`config.mk`:
```
export PLATFORM = sky130hd
export DESIGN_NAME = lsp_ctrl
export DESIGN_NICKNAME = d
export VERILOG_FILES = /design/src/hw/rtl/lsp_pkg.sv /design/src/hw/rtl/lsp_ctrl.sv
export SDC_FILE = /design/constraint.sdc
export NUM_CORES = 1
export LEC_CHECK = 0
export BUFFER_PORTS_ARGS = -buffer_cell sky130_fd_sc_hd__buf_2
export CAP_MARGIN = 20
export CORE_AREA = 10 10 70 58
export DETAILED_ROUTE_END_ITERATION = 10
export DIE_AREA = 0 0 80 68
export HOLD_SLACK_MARGIN = 0.08
export PLACE_DENSITY = 0.83
export REMOVE_ABC_BUFFERS = 1
export SYNTH_ARGS = -nofsm -noshare
export SYNTH_HDL_FRONTEND = slang
export SYNTH_SLANG_ARGS = --single-unit
```
`constraint.sdc`:
```
create_clock -name clk -period 3.4 [get_ports clk]
set_clock_uncertainty 0.2 [all_clocks]
set_input_delay 0.17 -clock clk [delete_from_list [all_inputs] [get_ports clk]]
set_output_delay 0.17 -clock clk [all_outputs]
set_load 0.01 [all_outputs]
```
`src/hw/rtl/lsp_pkg.sv`:
```
// ----------------------------------------------------------------------------
// Plane fit package
// Shared types, constants and helper functions of the least-squares plane fit.
// ----------------------------------------------------------------------------
package lsp_pkg;

	localparam int MAX_POINTS = 1024;
	localparam int CNT_W      = $clog2(MAX_POINTS + 1);
	localparam int SUM_W      = 64;
	localparam int WIDE_W     = 256;

	// Datapath operations issued by the controller.
	localparam logic [3:0] OP_NOP     = 4'd0;
	localparam logic [3:0] OP_CLRTOT  = 4'd1;
	localparam logic [3:0] OP_LOAD    = 4'd2;
	localparam logic [3:0] OP_MULINIT = 4'd3;
	localparam logic [3:0] OP_MULSTEP = 4'd4;
	localparam logic [3:0] OP_MULEND  = 4'd5;
	localparam logic [3:0] OP_ACCUM   = 4'd6;
	localparam logic [3:0] OP_SAVEDET = 4'd7;
	localparam logic [3:0] OP_DIVABS  = 4'd8;
	localparam logic [3:0] OP_DIVINIT = 4'd9;
	localparam logic [3:0] OP_DIVSTEP = 4'd10;
	localparam logic [3:0] OP_DIVEND  = 4'd11;
	localparam logic [3:0] OP_FINISH  = 4'd12;

	localparam logic [1:0] ST_OK        = 2'd0;
	localparam logic [1:0] ST_SINGULAR  = 2'd1;
	localparam logic [1:0] ST_SATURATED = 2'd2;

	typedef struct packed {
		logic signed [31:0] point_x;
		logic signed [31:0] point_y;
		logic signed [31:0] point_z;
		logic               last_point;
	} point_t;

	typedef struct packed {
		logic signed [31:0] coef_const;
		logic signed [31:0] coef_x;
		logic signed [31:0] coef_y;
		logic [1:0]         fit_status;
	} fit_t;

	typedef struct packed {
		logic [3:0] op;
		logic [1:0] mat;
		logic [1:0] row;
		logic [1:0] col;
		logic       neg;
		logic       mul_last;
		logic       sh16;
		logic [1:0] coef_idx;
		logic       singular;
		logic       busy;
	} cmd_t;

	typedef struct packed {
		logic last_done;
		logic det_zero;
		logic out_full;
	} status_t;

	// Column picked in each row by the six terms of the Leibniz expansion.
	function automatic logic [1:0] perm_col(input logic [2:0] t, input logic [1:0] row);
		logic [5:0] cols;
		case (t)
			3'd0:    cols = {2'd0, 2'd1, 2'd2};
			3'd1:    cols = {2'd0, 2'd2, 2'd1};
			3'd2:    cols = {2'd1, 2'd0, 2'd2};
			3'd3:    cols = {2'd1, 2'd2, 2'd0};
			3'd4:    cols = {2'd2, 2'd0, 2'd1};
			default: cols = {2'd2, 2'd1, 2'd0};
		endcase
		case (row)
			2'd0:    return cols[5:4];
			2'd1:    return cols[3:2];
			default: return cols[1:0];
		endcase
	endfunction

	function automatic logic perm_neg(input logic [2:0] t);
		return (t == 3'd1) || (t == 3'd2) || (t == 3'd5);
	endfunction

endpackage

```
`src/hw/rtl/lsp_ctrl.sv`:
```
// ----------------------------------------------------------------------------
// Plane fit controller
// Sequences the determinant expansions, the shift-add multiplies and the
// restoring divisions of the solve.
// ----------------------------------------------------------------------------
module lsp_ctrl import lsp_pkg::*; (
	input  logic    clk,
	input  logic    arst_n,
	input  status_t status,
	output cmd_t    cmd
);

	localparam logic [3:0] S_IDLE  = 4'd0;
	localparam logic [3:0] S_WOUT  = 4'd1;
	localparam logic [3:0] S_CLR   = 4'd2;
	localparam logic [3:0] S_LOAD  = 4'd3;
	localparam logic [3:0] S_MINIT = 4'd4;
	localparam logic [3:0] S_MSTEP = 4'd5;
	localparam logic [3:0] S_MEND  = 4'd6;
	localparam logic [3:0] S_ACC   = 4'd7;
	localparam logic [3:0] S_SAVE  = 4'd8;
	localparam logic [3:0] S_CHK   = 4'd9;
	localparam logic [3:0] S_DABS  = 4'd10;
	localparam logic [3:0] S_DINIT = 4'd11;
	localparam logic [3:0] S_DSTEP = 4'd12;
	localparam logic [3:0] S_DEND  = 4'd13;
	localparam logic [3:0] S_FIN   = 4'd14;

	logic [3:0] state_q;
	logic [1:0] mat_q;
	logic [2:0] term_q;
	logic [1:0] mrow_q;
	logic [7:0] bit_q;
	logic       sing_q;

	always_ff @(posedge clk or negedge arst_n) begin
		if (!arst_n) begin
			state_q <= S_IDLE;
			mat_q   <= 2'd0;
			term_q  <= 3'd0;
			mrow_q  <= 2'd1;
			bit_q   <= 8'd0;
			sing_q  <= 1'b0;
		end else begin
			case (state_q)
				S_IDLE: begin
					if (status.last_done) state_q <= S_WOUT;
				end
				S_WOUT: begin
					if (!status.out_full) begin
						mat_q   <= 2'd0;
						sing_q  <= 1'b0;
						state_q <= S_CLR;
					end
				end
				S_CLR: begin
					term_q  <= 3'd0;
					state_q <= S_LOAD;
				end
				S_LOAD: begin
					mrow_q  <= 2'd1;
					state_q <= S_MINIT;
				end
				S_MINIT: begin
					bit_q   <= 8'd0;
					state_q <= S_MSTEP;
				end
				S_MSTEP: begin
					bit_q <= bit_q + 8'd1;
					if (bit_q == 8'd63) state_q <= S_MEND;
				end
				S_MEND: begin
					if (mrow_q == 2'd1) begin
						mrow_q  <= 2'd2;
						state_q <= S_MINIT;
					end else begin
						state_q <= S_ACC;
					end
				end
				S_ACC: begin
					if (term_q == 3'd5) begin
						state_q <= (mat_q == 2'd0) ? S_SAVE : S_DABS;
					end else begin
						term_q  <= term_q + 3'd1;
						state_q <= S_LOAD;
					end
				end
				S_SAVE: state_q <= S_CHK;
				S_CHK: begin
					if (status.det_zero) begin
						sing_q  <= 1'b1;
						state_q <= S_FIN;
					end else begin
						mat_q   <= 2'd1;
						state_q <= S_CLR;
					end
				end
				S_DABS:  state_q <= S_DINIT;
				S_DINIT: begin
					bit_q   <= 8'd0;
					state_q <= S_DSTEP;
				end
				S_DSTEP: begin
					bit_q <= bit_q + 8'd1;
					if (bit_q == 8'd255) state_q <= S_DEND;
				end
				S_DEND: begin
					if (mat_q == 2'd3) begin
						state_q <= S_FIN;
					end else begin
						mat_q   <= mat_q + 2'd1;
						state_q <= S_CLR;
					end
				end
				S_FIN:   state_q <= S_IDLE;
				default: state_q <= S_IDLE;
			endcase
		end
	end

	always_comb begin
		cmd          = '0;
		cmd.mat      = mat_q;
		cmd.neg      = perm_neg(term_q);
		cmd.mul_last = (bit_q == 8'd63);
		cmd.sh16     = (mat_q != 2'd1);
		cmd.coef_idx = mat_q - 2'd1;
		cmd.singular = sing_q;
		cmd.busy     = (state_q != S_IDLE);
		cmd.row      = mrow_q;
		cmd.col      = perm_col(term_q, mrow_q);
		case (state_q)
			S_CLR:   cmd.op = OP_CLRTOT;
			S_LOAD: begin
				cmd.op  = OP_LOAD;
				cmd.row = 2'd0;
				cmd.col = perm_col(term_q, 2'd0);
			end
			S_MINIT: cmd.op = OP_MULINIT;
			S_MSTEP: cmd.op = OP_MULSTEP;
			S_MEND:  cmd.op = OP_MULEND;
			S_ACC:   cmd.op = OP_ACCUM;
			S_SAVE:  cmd.op = OP_SAVEDET;
			S_DABS:  cmd.op = OP_DIVABS;
			S_DINIT: cmd.op = OP_DIVINIT;
			S_DSTEP: cmd.op = OP_DIVSTEP;
			S_DEND:  cmd.op = OP_DIVEND;
			S_FIN:   cmd.op = OP_FINISH;
			default: cmd.op = OP_NOP;
		endcase
	end

endmodule

```
==> results.txt <==
----------------------------------------------------
[Run status]
  Outcome ... finished, final reports clean

[Logic synthesis]
  Total number of yosys warnings ... 0
  Post-synth EDFFs ... 0
  Number of instances in the synthesized netlist ... 193
  Distinct cell type count after synthesis ... between 50 and 60
  Most used DFF post-synth ... dfrtp_1
  Average cell area after synthesis ... 8.07 µm²
  Ys async rst share ... 1.00
  Portion of the post-synthesis area used by sequential elements ... 0.322
  Largest area contributor in the netlist ... dfrtp_1
  Top cells by area in the synthesized netlist ... dfrtp_1, ha_1, o21ai_0, nand2_1, a21oi_1
  Syn Std Cell Area ... about 1600 µm²
  Register bit total from synthesis ... 20
  Post-synth top area share ... 0.305

[Worst setup path]
  CP endpoint kind ... primary output
  Largest fanout of any net on the critical path ... 19
  Data required, critical path ... 3.03 ns
  Critical path arrival ... 2.31 ns
  Launching element type of the critical path ... flip-flop
  Type of the setup path with the least slack ... flip-flop to primary output

[Die]
  Core ar. ... 2770 µm²
  Number of primary I/O pins ... 22
  Die height ... 68 µm
  Starting density of the core ... 0.563
  Die outline area ... 5440 µm²
  Die width ... about 80 µm
  Standard-cell rows ... 17

[Final layout]
  Antenna diode instance count ... 0
  Most common cell after layout, fill and taps aside ... buf_2
  Post-layout nets ... 224
  Final standard cell count with taps included and fillers excluded ... 246
  Area of all placed cells without fillers ... between 1500 and 2000 µm²
  Most frequent cells in the layout ... buf_2, o21ai_0, dfrtp_1
  Layout cell share with drive strength beyond 1 ... 0.144
  P&R area growth vs syn ... 10.0%

[Place]
  HPWL Detailed ... 2480 µm
  Port Buffers ... 21
  Setup slack at placement ... between 1 and 1.5 ns
  Post-Place Cells ... 239
  Routability-driven placement congestion ratio ... 0.883
  Total placed instance area ... 1650 µm²

[STA]
  Final cycle utilization of the critical path ... 0.787
  Max-slew violation count ... 0
  Total negative slack for setup checks ... 0 ns
  Max Clk Rate ... 374 MHz
  Least-Margin Pin Slew ... between 0.7 and 0.8 ns
  Unrepaired setup endpoints after global routing ... no
  Relative slew slack ... 0.493
  Worst-case setup margin in the final layout ... 0.724 ns
  Final hold violation count ... 0
  Clock period minus final worst setup slack ... 2.68 ns
  Count of endpoints failing setup in the final report ... 0

[Drt]
  Routed via count ... 1,428
  Aggregate routed wire length ... 3390 µm
  Per-cell via count in the routed design ... 5.80
  Post-detailed-route DRC marker count ... 0
  Starting DRT DRC Count ... approximately 180
  Post-route ant nets ... 0
  Routed wirelength normalized by instance count ... roughly 14 µm
  DR pass1 iterations ... 4

[Global routing]
  GRT met3 Usage ... 0.0432
  Vias in the first global route ... 1,344
  Met2 track demand over resource ... 0.193
  Total congestion overflow ... 0
  Global route hottest layer ... met2
  Overall routing resource usage ... 0.134
  First-pass GRT wire length ... 6000 µm
  Largest net degree at the start of global routing ... 28
  Number of antenna violations at the first check in global routing ... 0
  Met1 Usage GRT ... 0.188

[Min path]
  Worst min-delay path class ... input port to async pin

[Clock network]
  Root cell of the clock tree ... clkbuf_4
  Resize count post-CTS ... 0
  Worst-case clock buffer depth ... 2
  CTS clk-pin slew, worst paths ... 0.12 ns
  CTS Sinks ... 20
  TritonCTS clock tree ... yes
  Inserted Clock Buffers ... 3
  CTS H-tree depth ... 1
  Worst-Skew Late Latency ... approximately 0.31 ns

[Power and ir drop]
  Static Leak ... 0.000782 µW
  Total power divided by cell area ... about 800 nW/µm²
  IR drop worst, VDD ... a little under 0.4 mV
  Total power draw ... 1340 µW

[Job]
  MaxCap Viol Count ... 0

----------------------------------------------------
power by group:
part | internal [µW] | switching [µW]
Combinational | 321 | 404
Sequential | 304 | 168
Clock | 65.5 | 78.8
Total | 690 | 651
kinds of logic after synthesis:
family	Yosys count	share of synthesized area
multiplexers	3	0.0201
AO/OA/AOI/OAI	62	0.265
buffers and inverters	26	0.0715
adder cells (fa/ha/maj)	10	0.0803
flip-flops	20	0.322
AND/OR/NAND/NOR	70	0.230
XOR/XNOR	2	0.0112
per-stage QoR:
| stage | hold slack (ns) | util |
|---|---|---|
| final | 0.126 | 0.620 |
| after global routing | 0.170 | 0.620 |
| after CTS | 0.127 | 0.620 |
| after detailed placement | -0.0559 | 0.596 |
| after global placement | -0.0561 | 0.596 |
| after floorplan | -0.326 | - |
layer usage:
| layer | vias to the layer above | part of all wire |
|---|---|---|
| li1 | 732 | - |
| met1 | 664 | 0.52 |
| met2 | 28 | 0.42 |
| met3 | 4 | 0.054 |
| met4 | 0 | 0.0050 |
| met5 | - | 0 |
registers in the layout (all words and copies together) (netlist names):
register	flops
bit_q	8
mat_q	2
mrow_q	2
sing_q	1
state_q	4
term_q	3
path summary, 6_finish.rpt:
path	startpoint	end	slack [ns]	cells past startpoint
max	state_q[0]	cmd[8]	0.72	5
min	arst_n	bit_q[7]	0.13	2
max reg2reg	state_q[0]	state_q[1]	1.17	4
min reg2reg	sing_q	sing_q	0.34	2
max in group asynchronous	arst_n	mrow_q[0]	2.53	2
min in group clk	status[2]	state_q[0]	0.20	5
cells in the mapped netlist, drive strengths merged (3+ instances only):
library cell	n
buf	8
o31ai	5
nor2b	8
ha	10
nor3	3
nor3b	3
dfrtp	19
nand2	15
or2	3
inv	13
or3	4
o22ai	3
o21ai	20
clkbuf	5
a21oi	11
nand3	8
nand2b	6
nor2	14
what timing repair did:
item / CTS / global route
hold buffers: 3 / 0
setup buffers: 0 / 0
endpoints found under the hold margin: 23 / 0
worst max-delay path, cell delays in order, from the launching register on:
cell and delay [ns]:
dfrtp_1 0.71, nand2_1 0.31, nor3_1 0.51, o22ai_1 0.17
o32ai_1 0.13, buf_2 0.17
layout make-up:
type | count | area [µm²]
inverter | 13 | 48.8
sequential | 20 | 502
clock buffer | 4 | 36.3
timing repair buffer | 24 | 135
fill | 253 | 1050
multi-input combinational | 147 | 945
tap | 38 | 47.5
(Power assumes the default switching activity.)
